`config.mk`:
```
export PLATFORM = sky130hd
export DESIGN_NAME = uri_percent_decoder_core
export DESIGN_NICKNAME = d
export VERILOG_FILES = /design/src/sv/upd_pkg.sv /design/src/sv/upd_front.sv /design/src/sv/upd_queue.sv /design/src/sv/upd_back.sv /design/src/sv/uri_percent_decoder_core.sv
export VERILOG_INCLUDE_DIRS = /design/src /design/src/sv
export SDC_FILE = /design/constraint.sdc
export NUM_CORES = 1
export LEC_CHECK = 0
export ABC_AREA = 1
export BUFFER_PORTS_ARGS = -buffer_cell sky130_fd_sc_hd__buf_2
export CORE_MARGIN = 2
export CORE_UTILIZATION = 53
export CTS_CLUSTER_DIAMETER = 40
export DETAILED_ROUTE_END_ITERATION = 8
export PLACE_DENSITY = 0.77
export SLEW_MARGIN = 15
export SYNTH_ARGS = -nofsm -noshare
export SYNTH_HDL_FRONTEND = slang
export SYNTH_HIERARCHICAL = 1
export SYNTH_SLANG_ARGS = --single-unit
export TNS_END_PERCENT = 100
```
`constraint.sdc`:
```
create_clock -name clk_i -period 4.55 [get_ports clk_i]
set_input_delay 0.455 -clock clk_i [delete_from_list [all_inputs] [get_ports clk_i]]
set_output_delay 0.455 -clock clk_i [all_outputs]
set_load 0.1 [all_outputs]
```
`src/sv/uri_percent_decoder_core_assert.svh`:
```
// Assertion macros for the URI percent decoder core
`ifndef URI_PERCENT_DECODER_CORE_ASSERT_SVH
`define URI_PERCENT_DECODER_CORE_ASSERT_SVH

// Check that cons holds in the same cycle as ante
`define UPD_ASSERT_SAME(lbl, ante, cons, msg) \
  lbl: assert property (@(posedge clk_i) disable iff (!rst_ni) (ante) |-> (cons)) \
    else $error(msg);

// Check that cons holds in the cycle after ante
`define UPD_ASSERT_NEXT(lbl, ante, cons, msg) \
  lbl: assert property (@(posedge clk_i) disable iff (!rst_ni) (ante) |=> (cons)) \
    else $error(msg);

`endif

```
`src/sv/upd_pkg.sv`:
```
// Shared types, constants and helper functions of the URI percent decoder
`default_nettype none

package upd_pkg;

  localparam int unsigned CountBitsDef = 16;
  localparam int unsigned CapW         = 16;
  localparam int unsigned CountOutW    = 16;
  localparam int unsigned CfgAddrW     = 3;
  localparam int unsigned CfgDataW     = 32;
  localparam int unsigned QDepth       = 2;
  localparam int unsigned GrpBytes     = 3;

  localparam logic [CapW-1:0]        CapReset = 16'hFFFF;
  localparam logic [CfgAddrW-3:0]    RegCap   = 1'b0;

  localparam logic [7:0] CharNul     = 8'h00;
  localparam logic [7:0] CharPercent = 8'h25;
  localparam logic [7:0] CharPlus    = 8'h2B;
  localparam logic [7:0] CharSpace   = 8'h20;
  localparam logic [7:0] CharZero    = 8'h30;
  localparam logic [7:0] CharNine    = 8'h39;
  localparam logic [7:0] CharUpA     = 8'h41;
  localparam logic [7:0] CharUpF     = 8'h46;
  localparam logic [7:0] CharLoA     = 8'h61;
  localparam logic [7:0] CharLoF     = 8'h66;
  localparam logic [7:0] UpBase      = CharUpA - 8'd10;
  localparam logic [7:0] LoBase      = CharLoA - 8'd10;

  typedef enum logic [1:0] {
    PendIdle  = 2'd0,
    PendPct   = 2'd1,
    PendDigit = 2'd2
  } pend_e;

  typedef struct packed {
    logic       ok;
    logic [3:0] val;
  } hex_t;

  typedef struct packed {
    logic [1:0]                n_bytes;
    logic [GrpBytes-1:0][7:0]  bytes;
    logic                      status;
  } grp_t;

  function automatic hex_t hex_dec(logic [7:0] c);
    hex_t       h;
    logic [7:0] d;
    h = '0;
    d = '0;
    if (c >= CharZero && c <= CharNine) begin
      d = c - CharZero;
      h.ok = 1'b1;
    end else if (c >= CharUpA && c <= CharUpF) begin
      d = c - UpBase;
      h.ok = 1'b1;
    end else if (c >= CharLoA && c <= CharLoF) begin
      d = c - LoBase;
      h.ok = 1'b1;
    end
    h.val = d[3:0];
    return h;
  endfunction

  function automatic logic [7:0] plain_char(logic [7:0] c);
    return (c == CharPlus) ? CharSpace : c;
  endfunction

  function automatic grp_t add_byte(grp_t g, logic [7:0] b);
    grp_t r;
    r = g;
    r.bytes[r.n_bytes] = b;
    r.n_bytes = r.n_bytes + 2'd1;
    return r;
  endfunction

endpackage

`default_nettype wire

```
`src/sv/upd_front.sv`:
```
// Front end: accepts encoded bytes, tracks escapes and builds the byte group for each input
`default_nettype none

module upd_front (
  input  wire logic          clk_i,
  input  wire logic          rst_ni,
  input  wire logic          in_valid_i,
  output logic               in_ready_o,
  input  wire logic [7:0]    in_byte_i,
  input  wire logic          in_last_i,
  input  wire logic          q_full_i,
  output logic               push_o,
  output upd_pkg::grp_t      push_grp_o
);
  import upd_pkg::*;

  pend_e      pend_q, pend_d;
  logic [7:0] digit_q, digit_d;
  logic       halted_q, halted_d;
  logic       accept;
  grp_t       grp;
  hex_t       hc, hd;

  assign in_ready_o = !q_full_i;
  assign accept     = in_valid_i && !q_full_i;
  assign hc         = hex_dec(in_byte_i);
  assign hd         = hex_dec(digit_q);

  always_comb begin
    pend_d   = pend_q;
    digit_d  = digit_q;
    halted_d = halted_q;
    grp      = '0;
    if (halted_q) begin
      if (in_last_i) begin
        halted_d = 1'b0;
      end
    end else if (in_byte_i == CharNul) begin
      if (pend_q != PendIdle) begin
        grp = add_byte(grp, CharPercent);
      end
      if (pend_q == PendDigit) begin
        grp = add_byte(grp, plain_char(digit_q));
      end
      grp.status = 1'b1;
      pend_d     = PendIdle;
      halted_d   = !in_last_i;
    end else begin
      unique case (pend_q)
        PendIdle: begin
          if (in_byte_i == CharPercent) begin
            pend_d = PendPct;
          end else begin
            grp = add_byte(grp, plain_char(in_byte_i));
          end
        end
        PendPct: begin
          if (hc.ok) begin
            digit_d = in_byte_i;
            pend_d  = PendDigit;
          end else begin
            grp = add_byte(grp, CharPercent);
            if (in_byte_i == CharPercent) begin
              pend_d = PendPct;
            end else begin
              grp    = add_byte(grp, plain_char(in_byte_i));
              pend_d = PendIdle;
            end
          end
        end
        PendDigit: begin
          if (hc.ok && hd.ok) begin
            grp    = add_byte(grp, {hd.val, hc.val});
            pend_d = PendIdle;
          end else begin
            grp = add_byte(grp, CharPercent);
            grp = add_byte(grp, plain_char(digit_q));
            if (in_byte_i == CharPercent) begin
              pend_d = PendPct;
            end else begin
              grp    = add_byte(grp, plain_char(in_byte_i));
              pend_d = PendIdle;
            end
          end
        end
        default: pend_d = PendIdle;
      endcase
      if (in_last_i) begin
        if (pend_d != PendIdle) begin
          grp = add_byte(grp, CharPercent);
        end
        if (pend_d == PendDigit) begin
          grp = add_byte(grp, plain_char(digit_d));
        end
        grp.status = 1'b1;
        pend_d     = PendIdle;
      end
    end
  end

  assign push_o     = accept && ((grp.n_bytes != 2'd0) || grp.status);
  assign push_grp_o = grp;

  always_ff @(posedge clk_i or negedge rst_ni) begin
    if (!rst_ni) begin
      pend_q   <= PendIdle;
      digit_q  <= CharNul;
      halted_q <= 1'b0;
    end else if (accept) begin
      pend_q   <= pend_d;
      digit_q  <= digit_d;
      halted_q <= halted_d;
    end
  end

endmodule

`default_nettype wire

```
`src/sv/upd_queue.sv`:
```
// Short queue of byte groups between front end and back end
`default_nettype none

module upd_queue (
  input  wire logic           clk_i,
  input  wire logic           rst_ni,
  input  wire logic           push_i,
  input  wire upd_pkg::grp_t  push_grp_i,
  output logic                full_o,
  input  wire logic           pop_i,
  output logic                empty_o,
  output upd_pkg::grp_t       head_o
);
  import upd_pkg::*;

  localparam int unsigned PtrW = $clog2(QDepth);
  localparam int unsigned CntW = $clog2(QDepth + 1);

  grp_t            mem_q [QDepth];
  logic [PtrW-1:0] wr_q, rd_q;
  logic [CntW-1:0] cnt_q, cnt_d;

  assign full_o  = (cnt_q == CntW'(QDepth));
  assign empty_o = (cnt_q == '0);
  assign head_o  = mem_q[rd_q];

  always_comb begin
    unique case ({push_i, pop_i})
      2'b10:   cnt_d = cnt_q + CntW'(1);
      2'b01:   cnt_d = cnt_q - CntW'(1);
      default: cnt_d = cnt_q;
    endcase
  end

  always_ff @(posedge clk_i) begin
    if (push_i) begin
      mem_q[wr_q] <= push_grp_i;
    end
  end

  always_ff @(posedge clk_i or negedge rst_ni) begin
    if (!rst_ni) begin
      wr_q  <= '0;
      rd_q  <= '0;
      cnt_q <= '0;
    end else begin
      cnt_q <= cnt_d;
      if (push_i) begin
        wr_q <= wr_q + PtrW'(1);
      end
      if (pop_i) begin
        rd_q <= rd_q + PtrW'(1);
      end
    end
  end

endmodule

`default_nettype wire

```
`src/sv/upd_back.sv`:
```
// Back end: counts bytes against capacity, drops on overflow and drives the result register
`default_nettype none

module upd_back #(
  parameter int unsigned COUNT_BITS = upd_pkg::CountBitsDef
) (
  input  wire logic                          clk_i,
  input  wire logic                          rst_ni,
  input  wire logic                          empty_i,
  input  wire upd_pkg::grp_t                 head_i,
  output logic                               pop_o,
  input  wire logic [upd_pkg::CapW-1:0]      cap_i,
  input  wire logic                          out_ready_i,
  output logic                               out_valid_o,
  output logic [7:0]                         out_byte_o,
  output logic                               byte_valid_o,
  output logic                               done_res_o,
  output logic                               overflow_o,
  output logic [upd_pkg::CountOutW-1:0]      decoded_count_o,
  output logic                               run_end_o
);
  import upd_pkg::*;

  localparam int unsigned CmpW = (COUNT_BITS > CapW) ? COUNT_BITS : CapW;

  logic [1:0]            slot_q, slot_d;
  logic                  ovfl_q, ovfl_d;
  logic [COUNT_BITS-1:0] total_q, total_d, total_inc;
  logic [CmpW-1:0]       total_ext, inc_ext, cap_ext;
  logic                  drop, next_drop, is_byte, last_byte, advance, emit;
  logic [7:0]            e_byte;
  logic                  e_bvalid, e_done, e_ovf, e_run_end;
  logic [CountOutW-1:0]  e_count;

  logic                  valid_q, valid_d;
  logic [7:0]            byte_q;
  logic                  bvalid_q, done_q, ovf_q, run_end_q;
  logic [CountOutW-1:0]  count_q;

  assign total_inc = total_q + COUNT_BITS'(1);
  assign total_ext = CmpW'(total_q);
  assign inc_ext   = CmpW'(total_inc);
  assign cap_ext   = CmpW'(cap_i);
  assign drop      = ovfl_q || (total_ext >= cap_ext) || (&total_q);
  assign next_drop = (inc_ext >= cap_ext) || (&total_inc);
  assign is_byte   = (slot_q < head_i.n_bytes);
  assign last_byte = (({1'b0, slot_q} + 3'd1) == {1'b0, head_i.n_bytes});
  assign advance   = !empty_i && (!valid_q || out_ready_i);

  always_comb begin
    slot_d    = slot_q;
    ovfl_d    = ovfl_q;
    total_d   = total_q;
    pop_o     = 1'b0;
    emit      = 1'b0;
    e_byte    = head_i.bytes[slot_q];
    e_bvalid  = 1'b1;
    e_done    = 1'b0;
    e_ovf     = 1'b0;
    e_count   = inc_ext[CountOutW-1:0];
    e_run_end = 1'b0;
    if (advance) begin
      if (is_byte) begin
        if (drop) begin
          ovfl_d = 1'b1;
          if (head_i.status) begin
            slot_d = head_i.n_bytes;
          end else begin
            pop_o  = 1'b1;
            slot_d = 2'd0;
          end
        end else begin
          emit      = 1'b1;
          total_d   = total_inc;
          e_run_end = !head_i.status && (last_byte || next_drop);
          if (last_byte) begin
            if (head_i.status) begin
              slot_d = slot_q + 2'd1;
            end else begin
              pop_o  = 1'b1;
              slot_d = 2'd0;
            end
          end else if (next_drop) begin
            ovfl_d = 1'b1;
            if (head_i.status) begin
              slot_d = head_i.n_bytes;
            end else begin
              pop_o  = 1'b1;
              slot_d = 2'd0;
            end
          end else begin
            slot_d = slot_q + 2'd1;
          end
        end
      end else begin
        emit      = 1'b1;
        e_byte    = CharNul;
        e_bvalid  = 1'b0;
        e_done    = 1'b1;
        e_ovf     = ovfl_q;
        e_count   = total_ext[CountOutW-1:0];
        e_run_end = 1'b1;
        ovfl_d    = 1'b0;
        total_d   = '0;
        pop_o     = 1'b1;
        slot_d    = 2'd0;
      end
    end
  end

  always_comb begin
    valid_d = valid_q;
    if (out_ready_i) begin
      valid_d = 1'b0;
    end
    if (emit) begin
      valid_d = 1'b1;
    end
  end

  always_ff @(posedge clk_i or negedge rst_ni) begin
    if (!rst_ni) begin
      slot_q  <= 2'd0;
      ovfl_q  <= 1'b0;
      total_q <= '0;
      valid_q <= 1'b0;
    end else begin
      slot_q  <= slot_d;
      ovfl_q  <= ovfl_d;
      total_q <= total_d;
      valid_q <= valid_d;
    end
  end

  always_ff @(posedge clk_i) begin
    if (emit) begin
      byte_q    <= e_byte;
      bvalid_q  <= e_bvalid;
      done_q    <= e_done;
      ovf_q     <= e_ovf;
      count_q   <= e_count;
      run_end_q <= e_run_end;
    end
  end

  assign out_valid_o     = valid_q;
  assign out_byte_o      = byte_q;
  assign byte_valid_o    = bvalid_q;
  assign done_res_o      = done_q;
  assign overflow_o      = ovf_q;
  assign decoded_count_o = count_q;
  assign run_end_o       = run_end_q;

endmodule

`default_nettype wire

```
`src/sv/uri_percent_decoder_core.sv`:
```
// Top level of the URI percent decoder: register port, front end, group queue and back end
//
//   channel  | direction | handshake                      | payload
//   ---------+-----------+--------------------------------+---------------------------------
//   input    | in        | in_valid_i / in_ready_o        | in_byte_i, in_last_i
//   result   | out       | out_valid_o / out_ready_i      | out_byte_o .. run_end_o
//   register | in        | psel, penable, pwrite, pready  | paddr, pwdata, prdata
//
// An input byte is taken every cycle while the two-entry group queue has room.
// Back end waits on out_ready_i; a group whose first byte is dropped gives no byte result.
// An input with several results holds the back end until all are given, so with out_ready_i
// high the sustained rate is one byte per cycle when each byte gives at most one result.
// Reset is asynchronous and clears all control state at once; no clearing pass follows.
`default_nettype none

module uri_percent_decoder_core #(
  parameter int unsigned COUNT_BITS = upd_pkg::CountBitsDef
) (
  input  wire logic                           clk_i,
  input  wire logic                           rst_ni,
  input  wire logic                           in_valid_i,
  output logic                                in_ready_o,
  input  wire logic [7:0]                     in_byte_i,
  input  wire logic                           in_last_i,
  output logic                                out_valid_o,
  input  wire logic                           out_ready_i,
  output logic [7:0]                          out_byte_o,
  output logic                                byte_valid_o,
  output logic                                done_res_o,
  output logic                                overflow_o,
  output logic [upd_pkg::CountOutW-1:0]       decoded_count_o,
  output logic                                run_end_o,
  input  wire logic                           psel,
  input  wire logic                           penable,
  input  wire logic                           pwrite,
  input  wire logic [upd_pkg::CfgAddrW-1:0]   paddr,
  input  wire logic [upd_pkg::CfgDataW-1:0]   pwdata,
  output logic [upd_pkg::CfgDataW-1:0]        prdata,
  output logic                                pready
);
  import upd_pkg::*;

  logic [CapW-1:0] cap_q;
  logic            cfg_wr;
  logic            push, pop, q_full, q_empty;
  grp_t            push_grp, head_grp;
  logic            out_fire, status_ok, kind_ok;

  assign pready = 1'b1;
  assign cfg_wr = psel && penable && pwrite && (paddr[CfgAddrW-1:2] == RegCap);
  assign prdata = CfgDataW'(cap_q);

  always_ff @(posedge clk_i or negedge rst_ni) begin
    if (!rst_ni) begin
      cap_q <= CapReset;
    end else if (cfg_wr) begin
      cap_q <= pwdata[CapW-1:0];
    end
  end

  upd_front u_front (
    .clk_i      (clk_i),
    .rst_ni     (rst_ni),
    .in_valid_i (in_valid_i),
    .in_ready_o (in_ready_o),
    .in_byte_i  (in_byte_i),
    .in_last_i  (in_last_i),
    .q_full_i   (q_full),
    .push_o     (push),
    .push_grp_o (push_grp)
  );

  upd_queue u_queue (
    .clk_i      (clk_i),
    .rst_ni     (rst_ni),
    .push_i     (push),
    .push_grp_i (push_grp),
    .full_o     (q_full),
    .pop_i      (pop),
    .empty_o    (q_empty),
    .head_o     (head_grp)
  );

  upd_back #(
    .COUNT_BITS (COUNT_BITS)
  ) u_back (
    .clk_i           (clk_i),
    .rst_ni          (rst_ni),
    .empty_i         (q_empty),
    .head_i          (head_grp),
    .pop_o           (pop),
    .cap_i           (cap_q),
    .out_ready_i     (out_ready_i),
    .out_valid_o     (out_valid_o),
    .out_byte_o      (out_byte_o),
    .byte_valid_o    (byte_valid_o),
    .done_res_o      (done_res_o),
    .overflow_o      (overflow_o),
    .decoded_count_o (decoded_count_o),
    .run_end_o       (run_end_o)
  );

  assign out_fire  = out_valid_o && out_ready_i;
  assign status_ok = run_end_o && !byte_valid_o;
  assign kind_ok   = (byte_valid_o != done_res_o) && !(byte_valid_o && overflow_o);

`include "uri_percent_decoder_core_assert.svh"

  `UPD_ASSERT_SAME(a_status_ends_run, out_valid_o && done_res_o, status_ok, "bad status result")
  `UPD_ASSERT_SAME(a_byte_kind, out_valid_o, kind_ok, "malformed result kind")
  `UPD_ASSERT_NEXT(a_run_continues, out_fire && !run_end_o, out_valid_o, "gap inside one run")

endmodule

`default_nettype wire
```
==> flow_summary_export.csv <==
group,metric,value,unit
floorplan,start_util,0.539,
clock_tree,cts_tree,"done",
yosys,synth_seq_area_share,0.440,
yosys,synth_edf_count,82,
power_and_ir_drop,clock_power_share,0.210,
worst_hold_path,hold_path.class,"input port to register",
finish,synthToLayoutAreaGrowth,12.5,%
grt,grt_max_degree,41,
critical_path,critPathMaxFanout,8,
clock_tree,path_clk_slew,0.06,ns
grt,use_met3,0.0428,
timing,fin_hold_ws,0.253,ns
floorplan,pin_count,114,
finish,mostFrequentLayoutCells,"239 x nand2_1, 148 x inv_1, 89 x nand3_1",
clock_tree,cts_made_buffers,17,
grt,antenna_found_initial,0,
yosys,async_reset_ff_frac,0.383,
floorplan,coreArea,15800,um^2
yosys,synth-main-ff-cell,"edfxtp_1",
clock_tree,cts_max_level,4,
place,hpwl,14400,um
detailed_routing,vias,7089,
floorplan,die_area,17100,um^2
detailed_routing,routedWlPerCell,14.4,um
grt,grt_pass1_wl,31500,um
clock_tree,insertion_delay,0.42,ns
critical_path,worstSetupPathType,"register to register",
critical_path,end_kind,"register",
timing,min_period_over_period,0.877,
detailed_routing,routed_wl,19300,um
critical_path,cp.arrival,4.30,ns
grt,grt_usage,0.235,
job,drv_cap,0,
yosys,synth_top_area_frac,0.288,
critical_path,critPathLaunchType,"register",
clock_tree,cts_buffer_depth,2,
detailed_routing,ant_nets,0,
yosys,yosys.area.top_type,"edfxtp_1",
timing,max_freq,251,MHz
grt,met1_usage,0.342,
clock_tree,cts-resized-gates,0,
timing,rsz0062_at_grt,"false",
clock_tree,numClockSinks,133,
power_and_ir_drop,ir_drop,0.458,mV
yosys,ys_top_cells_by_area,"edfxtp_1 29%, nand2_1 11%, dfrtp_1 10%",
finish,fin_area,9600,um^2
place,io_buffers,78,
finish,drive_gt1_frac,0.179,
finish,fin_nets,1214,
place,dp_slack,0.482,ns
detailed_routing,drc,0,
critical_path,crit_required,4.86,ns
timing,report.final.slew_viol_count,0,
detailed_routing,firstDrtPassIters,6,
yosys,postSynthAreaPerCell,8.23,um^2
floorplan,die_h,131,um
detailed_routing,via_per_inst,5.28,
timing,final.setup.tns,0,ns
power_and_ir_drop,p_leak,4.68,nW
finish,layout_commonest_cell,"nand2_1",
clock_tree,ctsHoldBuffers,1,
power_and_ir_drop,p_switching,0.00316,W
clock_tree,cts_setup_buffers,0,
power_and_ir_drop,power,0.00637,W
outcome,outcome,"finished, final reports clean",
yosys,synthDistinctLibCells,50,
power_and_ir_drop,combPwrFrac,0.479,
power_and_ir_drop,p_seq_frac,0.311,
grt,grt_pass1_vias,6508,
yosys,synth_cells,1037,
floorplan,die_w,131,um
timing,worst_pin_slew,0.665,ns
floorplan,rows,46,
power_and_ir_drop,power.internal,0.00320,W
timing,finalSetupViolations,0,
timing,fin_crit,3.99,ns
yosys,netlist_area,8540,um^2
yosys,ys_warn_count,6,
place,gp_congestion,0.942,
detailed_routing,initialDrtViolationCount,656,
grt,grt-ovfl-total,0,
timing,max-slew-margin-rel,0.555,
timing,worst_slack,0.559,ns
finish,antenna_cells,0,
power_and_ir_drop,powerDensity,663,nW/um^2
place,postPlaceCellArea,9010,um^2
power_and_ir_drop,swShare,0.497,
yosys,ys_seq_elements,133,
clock_tree,cts_root_buf,"clkbuf_16",
grt,globalRouteMet2Util,0.351,
timing,final_hold_viol_count,0,
grt,busiest_layer,"met2",
timing,worst_clock_skew,0.00874,ns
==> through the flow <==
step | util | std cells
6_report | 0.607 | 1342
5_1_grt | 0.607 | 1342
4_1_cts | 0.607 | 1342
3_5_place_dp | 0.569 | 1309
3_3_place_gp | 0.569 | 1309
2_1_floorplan | - | 1052
==> power by group through the flow <==
| stage | logic [W] | registers (W) | clock network, W |
|---|---|---|---|
| global route | 0.00331 | 0.00203 | 0.00140 |
| detailed placement | 0.00304 | 0.00200 | 0 |
| finish | 0.00305 | 0.00198 | 0.00134 |
| CTS | 0.00306 | 0.00198 | 0.00135 |
| global placement | 0.00299 | 0.00199 | 0 |
| floorplan | 0.00145 | 0.00309 | 0 |
==> cell type report <==
class	count	area [um^2]
Inverter	158	593
Timing Repair Buffer	92	510
Clock inverter	14	153
Tap cell	216	270
Multi-Input combinational cell	711	3880
Clock buffer	18	429
Sequential cell	133	3760
Fill cell	1345	6230
==> routing by layer <==
metal	up-vias	share of wire	wire [um]
met5	-	0	0
met4	0	0.025	476
met3	45	0.067	1300
met2	279	0.44	8480
met1	3205	0.47	9080
li1	3560	-	-
==> synthesized netlist by cell type (all sizes together) (2+ instances only) <==
cell     instances
nand2          258
inv            156
nand3           93
o21ai           89
nor2            87
edfxtp          82
ha              50
buf             39
dfrtp           35
a21oi           34
nand4           17
dfstp           16
o22ai           15
clkbuf          11
o31ai            9
xor2             8
nor3             6
o211ai           4
a31oi            3
a32oi            3
nor4             3
a22oi            2
clkinv           2
conb             2
nand3b           2
o2111ai          2
o21a             2
==> critical path, stage by stage, from the launching register on <==
cell and delay [ns]:
dfrtp_1 0.45, inv_1 0.10, ha_1 0.20, nand2_1 0.08, nand3_1 0.07, nand3_1 0.20, nand2_1 0.11, nand2_1 0.21
nand2_2 0.17, nand2_1 0.14, inv_1 0.07, ha_1 0.27, nand2_1 0.06, nand2_1 0.09, inv_1 0.05, ha_1 0.26
o211ai_1 0.17, inv_1 0.06, nand2_1 0.07, nand2_1 0.06, a21oi_1 0.25, inv_1 0.12, ha_1 0.34, inv_1 0.08
nand3_1 0.08, nand2_1 0.06, nand2_1 0.04
==> state kept, by name (all words and copies together) (netlist names), 2 cells and up <==
register	count
u_back/decoded_count_o	16
cap_q	16
u_front/digit_q	8
u_front/pend_q	2
u_back/slot_q	2
u_queue/mem_q	54
u_queue/cnt_q	2
u_back/out_byte_o	8
u_back/total_ext	16
==> cell families (layout without fill, tap and decap cells) <==
logic type	Yosys count	count (layout)	synth area share
AO/OA/AOI/OAI	166	166	0.116
XOR/XNOR	9	9	0.00924
adder cells (fa/ha/maj)	50	50	0.0733
buffers and inverters	208	282	0.111
flip-flops	133	133	0.440
other	2	17	0.000880
AND/OR/NAND/NOR	469	469	0.249
==> worst paths after layout <==
| kind | end | from | slack, ns | depth (start not counted) |
|---|---|---|---|---|
| min in group asynchronous | u_front/digit_q[7] | rst_ni | 0.49 | 2 |
| max in group asynchronous | cap_q[10] | rst_ni | 3.24 | 3 |
| setup / recovery | u_queue/cnt_q[1] | u_front/digit_q[0] | 0.56 | 26 |
| setup reg to reg | u_queue/cnt_q[1] | u_front/digit_q[0] | 0.56 | 26 |
| hold reg to reg | cap_q[8] | cap_q[8] | 0.46 | 2 |
| hold / removal | cap_q[0] | pwdata[0] | 0.25 | 3 |
No activity file was read; power rests on OpenSTA's default activity.
